**src/rtl/ouart_pkg.sv**
```systemverilog
package ouart_pkg;

  localparam int unsigned DataBits     = 8;
  localparam int unsigned CountW       = 16;
  localparam int unsigned BitCntW      = 4;
  localparam int unsigned MinRecheckDiv = 3;
  localparam logic [7:0]  DivReset     = 8'd6;

  typedef struct packed {
    logic                valid;
    logic [DataBits-1:0] rx_byte;
    logic                framing_error;
    logic [CountW-1:0]   error_total;
  } ouart_res_t;

endpackage

```
**src/rtl/ouart_rx_core.sv**
```systemverilog
module ouart_rx_core (
  input  logic                    clk,
  input  logic                    rst_n,
  input  logic                    step,
  input  logic                    sample,
  input  logic [7:0]              bit_divisor,
  output ouart_pkg::ouart_res_t   res
);
  import ouart_pkg::*;

  localparam logic [2:0] PH_IDLE  = 3'd0;
  localparam logic [2:0] PH_START = 3'd1;
  localparam logic [2:0] PH_BITS  = 3'd2;
  localparam logic [2:0] PH_STOP  = 3'd3;
  localparam logic [2:0] PH_WAIT  = 3'd4;

  logic [2:0]          rx_phase_r,    rx_phase_nxt;
  logic [7:0]          sample_wait_r, sample_wait_nxt;
  logic [DataBits-1:0] shift_byte_r,  shift_byte_nxt;
  logic [BitCntW-1:0]  bits_taken_r,  bits_taken_nxt;
  logic [CountW-1:0]   err_cnt_r,     err_cnt_nxt;
  logic [7:0]          full_wait;
  logic [7:0]          half_wait;

  assign full_wait = bit_divisor - 8'd1;
  assign half_wait = {1'b0, bit_divisor[7:1]} - 8'd1;

  always_comb begin
    rx_phase_nxt    = rx_phase_r;
    sample_wait_nxt = sample_wait_r;
    shift_byte_nxt  = shift_byte_r;
    bits_taken_nxt  = bits_taken_r;
    err_cnt_nxt     = err_cnt_r;
    res             = '0;
    if (sample_wait_r != 8'd0) begin
      sample_wait_nxt = sample_wait_r - 8'd1;
    end else begin
      unique case (rx_phase_r)
        PH_IDLE: begin
          if (!sample) begin
            if (bit_divisor < 8'(MinRecheckDiv)) begin
              sample_wait_nxt = '0;
              shift_byte_nxt  = '0;
              bits_taken_nxt  = '0;
              rx_phase_nxt    = PH_BITS;
            end else begin
              sample_wait_nxt = half_wait;
              rx_phase_nxt    = PH_START;
            end
          end
        end
        PH_START: begin
          if (sample) begin
            rx_phase_nxt = PH_IDLE;
          end else begin
            sample_wait_nxt = full_wait;
            shift_byte_nxt  = '0;
            bits_taken_nxt  = '0;
            rx_phase_nxt    = PH_BITS;
          end
        end
        PH_BITS: begin
          shift_byte_nxt  = {sample, shift_byte_r[DataBits-1:1]};
          bits_taken_nxt  = bits_taken_r + 1'b1;
          // count includes this bit; the eighth one moves on to the stop bit
          if (bits_taken_nxt >= BitCntW'(DataBits)) rx_phase_nxt = PH_STOP;
          sample_wait_nxt = full_wait;
        end
        PH_STOP: begin
          res.valid = 1'b1;
          if (sample) begin
            res.rx_byte  = shift_byte_r;
            rx_phase_nxt = PH_IDLE;
          end else begin
            err_cnt_nxt       = err_cnt_r + 1'b1;
            res.framing_error = 1'b1;
            rx_phase_nxt      = PH_WAIT;
          end
          res.error_total = err_cnt_nxt;
        end
        default: begin
          if (sample) rx_phase_nxt = PH_IDLE;
        end
      endcase
    end
    if (!step) res.valid = 1'b0;
  end

  always_ff @(posedge clk) begin
    if (!rst_n) begin
      rx_phase_r    <= PH_IDLE;
      sample_wait_r <= '0;
      shift_byte_r  <= '0;
      bits_taken_r  <= '0;
      err_cnt_r     <= '0;
    end else if (step) begin
      rx_phase_r    <= rx_phase_nxt;
      sample_wait_r <= sample_wait_nxt;
      shift_byte_r  <= shift_byte_nxt;
      bits_taken_r  <= bits_taken_nxt;
      err_cnt_r     <= err_cnt_nxt;
    end
  end

endmodule

```
**src/rtl/oversampled_uart_receiver.sv**
```systemverilog
// 8N1 UART receiver fed one line sample per beat (one beat per oversampling
// tick), LSB first, bit time = cfg bit_divisor ticks (reset 6). Every sample
// beat is handled in the cycle it is accepted, so the input takes one beat
// per clock while in_tready is high. A result beat comes out at each
// stop-bit sample: the byte with tuser low, or tuser high (framing error,
// byte zero) plus the wrapping 16-bit error count. A two-deep output stage
// (register plus skid) keeps in_tready high unless two results are backed
// up; in_tready only drops while the skid entry is occupied.
module oversampled_uart_receiver (
  input  logic        clk,
  input  logic        rst_n,
  input  logic        in_tvalid,
  output logic        in_tready,
  input  logic [7:0]  in_tdata,   // [0] rx_sample, rest zero
  output logic        out_tvalid,
  input  logic        out_tready,
  output logic [23:0] out_tdata,  // [7:0] rx_byte, [23:8] error_total
  output logic        out_tuser,  // [0] framing_error
  input  logic        cfg_valid,
  output logic        cfg_ready,
  input  logic [7:0]  cfg_data    // bit_divisor
);
  import ouart_pkg::*;

  logic [7:0] bit_div_r;
  logic       in_beat;
  ouart_res_t res;
  ouart_res_t out_r;
  ouart_res_t skid_r;

  assign cfg_ready = 1'b1;
  assign in_tready = !skid_r.valid;
  assign in_beat   = in_tvalid && in_tready;

  always_ff @(posedge clk) begin
    if (!rst_n) bit_div_r <= DivReset;
    else if (cfg_valid && cfg_ready) bit_div_r <= cfg_data;
  end

  ouart_rx_core u_core (
    .clk         (clk),
    .rst_n       (rst_n),
    .step        (in_beat),
    .sample      (in_tdata[0]),
    .bit_divisor (bit_div_r),
    .res         (res)
  );

  always_ff @(posedge clk) begin
    if (!rst_n) begin
      out_r.valid  <= 1'b0;
      skid_r.valid <= 1'b0;
    end else if (out_r.valid && !out_tready) begin
      if (res.valid) skid_r <= res;
    end else if (skid_r.valid) begin
      out_r        <= skid_r;
      skid_r.valid <= 1'b0;
    end else begin
      out_r <= res;
    end
  end

  assign out_tvalid = out_r.valid;
  assign out_tdata  = {out_r.error_total, out_r.rx_byte};
  assign out_tuser  = out_r.framing_error;

`ifndef SYNTHESIS
  a_skid_behind_out: assert property (@(posedge clk) disable iff (!rst_n)
    skid_r.valid |-> out_r.valid)
    else $error("skid entry held with empty output register");

  a_err_byte_zero: assert property (@(posedge clk) disable iff (!rst_n)
    out_tvalid && out_tuser |-> out_tdata[7:0] == 8'd0)
    else $error("framing error result carries nonzero byte");

  a_stall_captured: assert property (@(posedge clk) disable iff (!rst_n)
    res.valid && out_r.valid && !out_tready |=> skid_r.valid)
    else $error("result lost while output stalled");
`endif

endmodule
```
**config.mk**
```make
export PLATFORM = sky130hd
export DESIGN_NAME = oversampled_uart_receiver
export DESIGN_NICKNAME = d
export VERILOG_FILES = /design/src/rtl/ouart_pkg.sv /design/src/rtl/ouart_rx_core.sv /design/src/rtl/oversampled_uart_receiver.sv
export SDC_FILE = /design/constraint.sdc
export NUM_CORES = 1
export LEC_CHECK = 0
export CAP_MARGIN = 20
export CELL_PAD_IN_SITES_DETAIL_PLACEMENT = 0
export CELL_PAD_IN_SITES_GLOBAL_PLACEMENT = 1
export CORE_ASPECT_RATIO = 1.75
export CORE_UTILIZATION = 48
export CTS_CLUSTER_DIAMETER = 30
export DETAILED_ROUTE_END_ITERATION = 16
export DONT_BUFFER_PORTS = 1
export PLACE_DENSITY = 0.83
export SLEW_MARGIN = 20
export SYNTH_ARGS = -nofsm -noshare
export SYNTH_HDL_FRONTEND = slang
export SYNTH_SLANG_ARGS = --single-unit
```
**constraint.sdc**
```tcl
create_clock -name clk -period 3.25 [get_ports clk]
set_clock_uncertainty 0.1 [all_clocks]
set_input_delay 0.1625 -clock clk [delete_from_list [all_inputs] [get_ports clk]]
set_output_delay 0.1625 -clock clk [all_outputs]
set_load 0.01 [all_outputs]
```
## Yosys cells after proc, flatten, opt, wreduce, memory -nomap -nowiden

Cells that the tools add are included.

| storage, ports and cells | value |
|---|---|
| logic and storage cells | 75 |
| output and inout bits | 28 |
| register bits | 99 |
| input port bits | 21 |

| cells by class | value |
|---|---|
| reductions and logical operators | 17 |
| $lt $le $gt $ge | 2 |
| $add $sub $neg | 5 |
| bitwise logic cells | 2 |
| eq/ne operators | 9 |
| multiplexer cells | 26 |

Operator list:

| operator | count |
|---|---|
| 26-bit two-way mux | 3 |
| 8-bit two-way mux | 7 |
| 8-bit one-hot mux with 3 select lines | 2 |
| 16-bit by 1-bit adder with 16-bit output, second input constant | 1 |
| 16-bit two-way mux | 1 |
| 8-bit by 1-bit subtractor with 8-bit output, second input constant | 2 |
| 3-bit two-way mux | 4 |
| 4-bit two-way mux | 3 |
| 3-bit one-hot mux with 4 select lines | 1 |
| 4-bit one-hot mux with 3 select lines | 1 |
| 5-bit AND reduction | 2 |
| 8-bit by 2-bit less-than comparator with 1-bit output, second input constant | 1 |
| 8-bit nonzero test | 1 |
| 7-bit by 1-bit subtractor with 8-bit output, second input constant | 1 |
| 3-bit by 2-bit equality test with 1-bit output, second input constant | 2 |
| 3-bit by 2-bit != test with 1-bit output, second input constant | 2 |
| 3-bit AND reduction | 2 |
| 6-bit AND reduction | 1 |
| 5-bit nonzero test | 1 |
| 4-bit by 1-bit adder with 4-bit output, second input constant | 1 |
| 4-bit >= comparator, second input constant | 1 |
| 2-bit two-way mux | 2 |
| 2-bit by 1-bit != test with 1-bit output, second input constant | 2 |
| 2-bit != test, second input constant | 2 |
| 10 further kinds | 15 |

## Longest topological paths before layout

Gate-level depths: netlist (run 1).

| depth | value |
|---|---|
| word-level depth | 6 |
| depth in mapped cells | 8 |
| mapped depth without buffers | 7 |

## Modules after synthesis

A second synthesis (run 1) with hierarchy kept.

| second synthesis, totals | value |
|---|---|
| cells, all modules | 450 |
| area, all modules | 4872.2 sq um |

By module, submodules not included:

| module | instances | cells an instance | area an instance (sq um) | seq. area each (sq um) |
|---|---|---|---|---|
| ouart_rx_core | 1 | 333 | 2641.3 | 780.7 |
| oversampled_uart_receiver | 1 | 117 | 2230.9 | 1701.6 |

## Worst setup path before layout (run 1)

Ideal clock, no wire load.

| path | value |
|---|---|
| path kind | flip-flop to flip-flop |
| start | register u_core.sample_wait_r[0] |
| end | register skid_r[0] (netlist bit) (enable) |
| setup slack | 439 ps |
| data required time | 2743 ps |
| stages on the path, launching flop included | 7 |
| buffers on the path | 1 |
| arrival | 2305 ps |
| setup time | 407 ps |
| cells stage by stage | dfxtp_1 -> inv_1 -> ha_1 -> nor3b_1 -> nand4_1 -> clkbuf_1 -> nor2_1 |

| between the ends | value |
|---|---|
| cells in the longest elaborated chain, start to end | 4 |

Ends and longest elaborated chain:

| item | RTL line | RTL |
|---|---|---|
| start: declaration | ouart_rx_core.sv:18 | `logic [7:0] sample_wait_r, sample_wait_nxt;` |
| start signal: assignment | ouart_rx_core.sv:98 | `sample_wait_r <= sample_wait_nxt;` |
| 8-bit nonzero test | ouart_rx_core.sv:35 | `if (sample_wait_r != 8'd0) begin` |
| 26-bit two-way mux | ouart_rx_core.sv:35 |  |
| 1-bit two-way mux | ouart_rx_core.sv:86 | `if (!step) res.valid = 1'b0;` |
| 3-bit AND reduction (no line) | n/a |  |
| end signal: assignment | oversampled_uart_receiver.sv:54 | `if (res.valid) skid_r <= res;` |
| end: declaration | oversampled_uart_receiver.sv:29 | `ouart_res_t skid_r;` |

No other way between the ends.
A chain may end at the register's enable or synchronous reset.

## Worst setup path in the final report (run 1)

| path | value |
|---|---|
| start | register u_core.sample_wait_r[0] |
| end | register u_core.shift_byte_r[7] |

| between the ends | value |
|---|---|
| cells in the longest elaborated chain, start to end | 3 |

Ends and longest elaborated chain:

| item | RTL line | RTL |
|---|---|---|
| 8-bit nonzero test | ouart_rx_core.sv:35 |  |
| 1-bit inverter (no line) | n/a |  |
| 5-bit AND reduction (no line) | n/a |  |
| end signal: assignment | ouart_rx_core.sv:99 | `shift_byte_r <= shift_byte_nxt;` |
| end: declaration | ouart_rx_core.sv:19 | `logic [DataBits-1:0] shift_byte_r, shift_byte_nxt;` |

No other way between the ends.

==> results of run 1 <==
## worst max-delay path, delay by kind of cell (launching register included)
kind	cells	cell delay, ps
fa+ha+maj	1	250
compound gates	2	310
flops	1	340
simple gates	3	1330
buf+inv	1	80
## stage by stage
stage          instances  setup WS, ps  hold slack (ps)  power (mW)  utilization, %
6_report             616         769.4            13.12       3.174           54.26
5_1_grt              616         439.2            6.966       3.320           54.26
4_1_cts              616         776.7            4.595       3.193           54.26
3_5_place_dp         588         810.5            167.5       2.115           49.99
3_3_place_gp         588         865.0            166.1       2.101           49.99
2_1_floorplan        487         438.7            192.9       1.995               -
## power by group
part	leakage [nW]	total (mW)	switching, mW	internal (mW)
Clock	0.145	1.06	0.514	0.548
Sequential	0.857	1.45	0.0830	1.37
Combinational	0.794	0.663	0.416	0.247
Total	1.80	3.17	1.01	2.16
## layer usage
metal / up-vias / share of wire [%] / track usage [%]
met2: 89 / 54 / 36.58
met5: - / 0 / 0
li1: 1757 / - / -
met1: 1719 / 39 / 21.08
met3: 30 / 3.3 / 3.514
met4: 0 / 4.0 / 12.24
## Yosys cell counts, types with 2 or more instances
cell	count	area [um2]
inv_1	12	45.04
o211ai_1	4	30.03
nor2_1	70	262.8
or3_1	7	43.79
ha_1	7	87.58
o221ai_1	3	26.28
xnor2_1	34	297.8
o21a_1	2	15.01
clkbuf_1	18	67.56
or4_1	4	30.03
a21oi_1	19	95.09
buf_1	2	7.510
and4_1	2	17.52
nand3_1	11	55.05
nor3_1	17	85.08
nor2b_1	4	25.02
nand4_1	3	18.77
o22ai_1	2	12.51
mux2_2	8	90.09
a21o_1	2	15.01
buf_2	8	40.04
nor3b_1	3	22.52
mux2i_1	8	80.08
dfxtp_1	49	980.9
nand4b_1	2	17.52
o31ai_1	18	135.1
or3b_2	2	17.52
edfxtp_1	50	1501
xor2_1	4	35.03
a22oi_1	7	52.55
and3_1	12	75.07
nand2_1	40	150.1
nand2b_1	4	25.02
o21ai_0	10	50.05
o41ai_1	2	17.52
nor4_1	7	43.79
## kinds of logic after synthesis
group                      share of synthesized area (%)
adders and majority gates                          1.805
other                                            0.07731
buffers and inverters                              3.766
and+or+nand+nor                                    20.58
DFF                                                51.17
AOI/OAI and AO/OA                                  12.23
xor gates and xnor gates                           6.861
muxes                                              3.508
## layout make-up
cell class	count	area share, %
tap	125	2.927
inverter	13	0.9131
clock inverter	7	1.405
sequential	99	46.45
timing repair buffer	18	3.091
clock buffer	9	4.214
multi-input combinational	345	41.00
## flip-flops by register name, summed over array words and instances, names as in the netlist, 3 cells and up
name	cells
bit_div_r	8
out_tdata	24
skid_r	26
u_core.bits_taken_r	4
u_core.err_cnt_r	16
u_core.rx_phase_r	3
u_core.sample_wait_r	8
u_core.shift_byte_r	8
## timing repair
action	4_1_cts	5_1_grt
hold buffers	12	0
endpoints found under the hold margin	26	0
setup endpoints to repair	0	0
resized for setup	0	0
## final timing paths
path                                   to  slack [ps]               startpoint  cells after the start
setup / recovery   u_core.shift_byte_r[7]         770  u_core.sample_wait_r[0]                      7
hold / removal                  skid_r[1]          10              in_tdata[0]                      2
setup reg to reg   u_core.shift_byte_r[7]         770  u_core.sample_wait_r[0]                      7
hold reg to reg   u_core.sample_wait_r[1]         380  u_core.sample_wait_r[1]                      2
==> results.sh, run 1 <==
export IMPL_run_status="completed"
export IMPL_htreeDepth=3
export IMPL_multi_input_area_mm2=0.002191
export IMPL_nNetsFinal=514
export IMPL_clkLatencyLatePin_ps=350
export IMPL_die_w_um=77.99
export IMPL_drc_errors=0
export IMPL_drv_slew=0
export IMPL_grt_first_pass_wirelength_um=16400
export IMPL_gp_congestion=0.8880
export IMPL_hpwl_um=6780
export IMPL_setup_tns_ps=0
export IMPL_layout_commonest_cell="nor2_1"
export IMPL_core_mm2=0.009849
export IMPL_period_share_pct=76.33
export IMPL_rsz0062_at_grt="false"
export IMPL_wl_per_cell_um=16.16
export IMPL_max_stage_delay_ps=570
export IMPL_cts_setup_buffers=0
export IMPL_cts_made_buffers=9
export IMPL_crit_path_max_fanout=10
export IMPL_place_area_mm2=0.004923
export IMPL_vdd_drop_max_v=0.0004372
export IMPL_routed_wl_um=9952
export IMPL_die_h_um=135.0
export IMPL_antenna_cells=0
export IMPL_dieArea_mm2=0.01053
export IMPL_ys_flop_type="edfxtp_1"
export IMPL_async_flop_share_pct=0
export IMPL_drt_iter0_drc=189
export IMPL_core_rowCount=48
export IMPL_grt_max_degree=44
export IMPL_tightest_slew_ps=534.6
export IMPL_area_growth_pct=10.16
export IMPL_regArea_mm2=0.002482
export IMPL_critPathCaptureType="flop"
export IMPL_clk_pin_slew_ps=70
export IMPL_cts_root_buf="clkbuf_16"
export IMPL_grt_usage_pct=20.04
export IMPL_grt_pass1_vias=3513
export IMPL_hp_class="in2reg"
export IMPL_path_cells="inv_1, ha_1, nor3b_1, nand2_1, nor3_2, o21ai_0, a31oi_1"
export IMPL_cts_max_path_buffers=2
export IMPL_power_leakage_nw=1.796
export IMPL_drive_gt1_share_pct=9.165
export IMPL_synth_fp_nets=515
export IMPL_final_area_mm2=0.005344
export IMPL_viasPerCell=5.836
export IMPL_synth_cell_types=66
export IMPL_cts_tree="built"
export IMPL_post_synth_cell_area_avg_um2=9.961
export IMPL_syn_inst=487
export IMPL_fin_crit_ps=2481
export IMPL_synth_edf_count=50
export IMPL_fillers=894
export IMPL_num_io_pins=49
export IMPL_antenna_left=0
export IMPL_io_buffers=0
export IMPL_drv_cap=0
export IMPL_gr_total_overflow=0
export IMPL_start_kind="flop"
export IMPL_worstSetupPathType="reg2reg"
export IMPL_critPathArrivalTime_ps=2650
export IMPL_syn_area_mm2=0.004851
export IMPL_clock_sinks=99
export IMPL_finalHoldViolations=0
export IMPL_max_freq_mhz=403.1
export IMPL_relSlewSlack_pct=64.16
export IMPL_finalSetupViolations=0
export IMPL_p_per_area_mw_per_mm2=593.9
export IMPL_antenna_found_initial=0
export IMPL_slowest_stage="nor3_2"
export IMPL_yosys_register_bits=99
export IMPL_start_util_pct=49.25
export IMPL_vias=3595
export IMPL_final_cell_mix="68 x nor2_1, 50 x edfxtp_1, 49 x dfxtp_1, 40 x nand2_1, 34 x xnor2_1"
export IMPL_ys_warn_count=0
export IMPL_yosysSeqAreaShare_pct=51.17
export IMPL_firstDrtPassIters=4
export IMPL_crit_required_ps=3420
(Power assumes the default switching activity.)
==> inputs of run 2 (changes only) <==
--- a/config.mk
+++ b/config.mk
@@ -5,15 +5,16 @@
 export SDC_FILE = /design/constraint.sdc
 export NUM_CORES = 1
 export LEC_CHECK = 0
+export ABC_AREA = 1
 export CAP_MARGIN = 20
 export CELL_PAD_IN_SITES_DETAIL_PLACEMENT = 0
 export CELL_PAD_IN_SITES_GLOBAL_PLACEMENT = 1
 export CORE_ASPECT_RATIO = 1.75
-export CORE_UTILIZATION = 48
+export CORE_UTILIZATION = 47
 export CTS_CLUSTER_DIAMETER = 30
 export DETAILED_ROUTE_END_ITERATION = 16
 export DONT_BUFFER_PORTS = 1
-export PLACE_DENSITY = 0.83
+export PLACE_DENSITY = 0.85
 export SLEW_MARGIN = 20
 export SYNTH_ARGS = -nofsm -noshare
 export SYNTH_HDL_FRONTEND = slang
==> constraint.sdc (replaced) <==
create_clock -name clk -period 2.54 [get_ports clk]
set_clock_uncertainty 0.1 [all_clocks]
set_input_delay 0.127 -clock clk [delete_from_list [all_inputs] [get_ports clk]]
set_output_delay 0.127 -clock clk [all_outputs]
set_load 0.01 [all_outputs]
==> run 2 against run 1 <==
Compared with the run above:
- flip-flop and latch count is the same
- die area grew 5.2%
- worst setup slack lost 580 ps
- clock-buffer cell count is the same
- design area grew 4.4%
- wire length grew 3.7%
- synthesized area grew 3.1%
==> results.sh, run 2 <==
export IMPL_run_status="completed"
export IMPL_ys_top_cells_by_area="edfxtp_1 30%, dfxtp_1 20%, nand2_1 12%"
export IMPL_min_to="u_core.err_cnt_r[9]"
export IMPL_setup_tns_ps=0
export IMPL_core_rowCount=49
export IMPL_nNetsFinal=681
export IMPL_crit_path_max_fanout=17
export IMPL_final_cell_mix="162 x nand2_1, 85 x inv_1, 81 x nor2_1, 50 x edfxtp_1, 49 x dfxtp_1"
export IMPL_timing_rr_start="u_core.sample_wait_r[0]"
export IMPL_clk_pin_slew_ps=70
export IMPL_synth_cell_types=35
export IMPL_vias=3955
export IMPL_io_buffers=0
export IMPL_cts_tree="built"
export IMPL_largest_reg_flops=26
export IMPL_routed_wl_um=10320
export IMPL_syn_area_mm2=0.005000
export IMPL_gr_total_overflow=0
export IMPL_grt_max_degree=35
export IMPL_max_freq_mhz=425.8
export IMPL_worstHoldStart="in_tdata[0]"
export IMPL_cts_root_buf="clkbuf_16"
export IMPL_vdd_drop_max_v=0.0004752
export IMPL_dieArea_mm2=0.01107
export IMPL_yosysMostFrequentCell="nand2_1"
export IMPL_antenna_found_initial=0
export IMPL_start_kind="flop"
export IMPL_die_h_um=138.4
export IMPL_rsz0062_at_grt="false"
export IMPL_cp_top_family="buffers and inverters"
export IMPL_ys_warn_count=0
export IMPL_fin_crit_ps=2348
export IMPL_crit_required_ps=2720
export IMPL_largest_register="skid_r"
export IMPL_holdWs_ps=26.04
export IMPL_regArea_mm2=0.002482
export IMPL_r2r_end="u_core.shift_byte_r[1]"
export IMPL_ys_flop_type="edfxtp_1"
export IMPL_drt_iter0_drc=192
export IMPL_r2r_setup_slack_ps=190
export IMPL_worstSetupPathType="reg2reg"
export IMPL_layout_commonest_cell="nand2_1"
export IMPL_grt_pass1_vias=3835
export IMPL_p_int_mw=2.734
export IMPL_synth_common_cells="162 x nand2_1, 85 x inv_1, 84 x nor2_1"
export IMPL_yosysSeqAreaShare_pct=49.65
export IMPL_die_w_um=79.97
export IMPL_antenna_left=0
export IMPL_antenna_cells=0
export IMPL_drive_gt1_share_pct=7.143
export IMPL_max_stage_delay_ps=550
export IMPL_crit_buf_inv=4
export IMPL_drv_slew=0
export IMPL_finalSetupViolations=0
export IMPL_reg2regPathDepth=11
export IMPL_core_mm2=0.01030
export IMPL_relSlewSlack_pct=59.54
export IMPL_yosys_register_bits=99
export IMPL_finalHoldViolations=0
export IMPL_slowest_stage="dlygate4sd3_1"
export IMPL_num_io_pins=49
export IMPL_clkLatencyLatePin_ps=340
export IMPL_viasPerCell=5.038
export IMPL_fillers=1005
export IMPL_period_share_pct=92.45
export IMPL_yosysTopAreaCell="edfxtp_1"
export IMPL_start_util_pct=48.54
export IMPL_critPathCaptureType="flop"
export IMPL_utilization_pct=54.14
export IMPL_power_total_mw=3.961
export IMPL_seqPwrFrac_pct=46.3
export IMPL_holdPathStages=4
export IMPL_tightest_slew_ps=606.3
export IMPL_swShare_pct=30.97
export IMPL_firstDrtPassIters=4
export IMPL_drc_errors=0
export IMPL_p_sw_mw=1.227
export IMPL_p_per_area_mw_per_mm2=710.2
export IMPL_power_leakage_nw=2.445
export IMPL_synth_edf_count=50
export IMPL_grt_usage_pct=20.07
export IMPL_hpwl_um=7330
export IMPL_synth_top_cell_area_share_pct=30.03
export IMPL_power_frac_comb_pct=20.5
export IMPL_area_growth_pct=11.54
export IMPL_grt_first_pass_wirelength_um=17350
export IMPL_wl_per_cell_um=13.15
export IMPL_hp_class="in2reg"
export IMPL_multi_input_area_mm2=0.002093
export IMPL_path_cells="inv_1, ha_1, nand2_2, nor2_8, buf_4, nand4_1, buf_4, nand2_1, nand2_1, dlygate4sd3_1, nor2_1"
export IMPL_post_synth_cell_area_avg_um2=7.812
export IMPL_clkPwrFrac_pct=33.2
export IMPL_drv_cap=0
export IMPL_syn_inst=640
export IMPL_synth_fp_nets=668
export IMPL_gp_congestion=0.8588
export IMPL_critPathArrivalTime_ps=2530
export IMPL_cts_made_buffers=9
export IMPL_cts_max_path_buffers=2
export IMPL_async_flop_share_pct=0
export IMPL_htreeDepth=3
export IMPL_clock_sinks=99
[run 2: cell types whose count changed in the layout (fill, tap and decap cells not counted), moves of 12 or more]
| cell | before | now |
|---|---|---|
| nand2_1 | 40 | 162 |
| o31ai_1 | 18 | 0 |
| inv_1 | 12 | 85 |
| nor2_1 | 68 | 81 |
| xor2_1 | 4 | 16 |
| o21ai_0 | 10 | 44 |
| xnor2_1 | 34 | 4 |
| a21oi_1 | 19 | 42 |
| and3_1 | 12 | 0 |
| nand3_1 | 11 | 30 |
[run 2: cells by family after synthesis]
family / Yosys count / share of synthesized area (%)
DFF: 99 / 49.65
adders and majority gates: 7 / 1.752
muxes: 1 / 0.2252
other: 1 / 0.07500
AOI/OAI and AO/OA: 98 / 10.09
and+or+nand+nor: 306 / 26.08
buffers and inverters: 108 / 8.634
xor gates and xnor gates: 20 / 3.503
[run 2: power groups by stage]
| stage | clock [mW] | sequential (mW) | combinational, mW |
|---|---|---|---|
| 6_report | 1.31 | 1.83 | 0.813 |
| 3_3_place_gp | 0 | 1.87 | 0.771 |
| 4_1_cts | 1.35 | 1.83 | 0.813 |
| 2_1_floorplan | 0 | 1.85 | 0.649 |
| 5_1_grt | 1.40 | 1.85 | 0.922 |
| 3_5_place_dp | 0 | 1.87 | 0.776 |
[run 2: worst max path at each step]
| stage | startpoint | end | slack, ps | cells after the start |
|---|---|---|---|---|
| floorplan | u_core.sample_wait_r[0] | skid_r[0] | 30 | 9 |
| global placement | u_core.sample_wait_r[0] | u_core.sample_wait_r[4] | 490 | 9 |
| detailed placement | u_core.sample_wait_r[0] | u_core.sample_wait_r[4] | 480 | 9 |
| CTS | bit_div_r[0] | u_core.shift_byte_r[1] | 50 | 11 |
| global route | bit_div_r[0] | u_core.shift_byte_r[1] | 60 | 12 |
| finish | u_core.sample_wait_r[0] | u_core.shift_byte_r[1] | 190 | 11 |
[run 2: routing by layer]
metal  vias to the layer above  GRT usage (%)  part of all wire [%]
li1                       2079              -                     -
met5                         -              0                     0
met1                      1782          22.10                    41
met2                        72          36.57                    54
met3                        22          3.630                   2.7
met4                         0          8.459                   2.6
[run 2: worst min-delay path, cell delays in order]
cell     delay, ps
nor2_1          30
xor2_1         150
nand2_1         60
a21oi_1         50
[run 2: area by class of cell]
class	instances	share of cell area, %
inverter	87	5.856
multi-input combinational	433	37.54
clock inverter	7	1.077
timing repair buffer	23	4.128
sequential	99	44.51
tap	127	2.849
clock buffer	9	4.039
[run 2: metrics by stage]
| step | instances | cell area [um2] | worst slack [ps] |
|---|---|---|---|
| after floorplan | 640 | 5002 | 30.44 |
| after CTS | 783 | 5559 | 49.35 |
| after detailed placement | 753 | 5124 | 482.3 |
| final | 785 | 5577 | 191.6 |
| after global placement | 753 | 5124 | 486.1 |
| after global routing | 785 | 5577 | 64.62 |
[run 2: what timing repair did]
action / 4_1_cts / 5_1_grt
setup endpoints to repair: 0 / 1
endpoints found under the hold margin: 47 / 0
setup buffers: 0 / 2
hold buffers: 14 / 0
gates resized for setup: 0 / 1
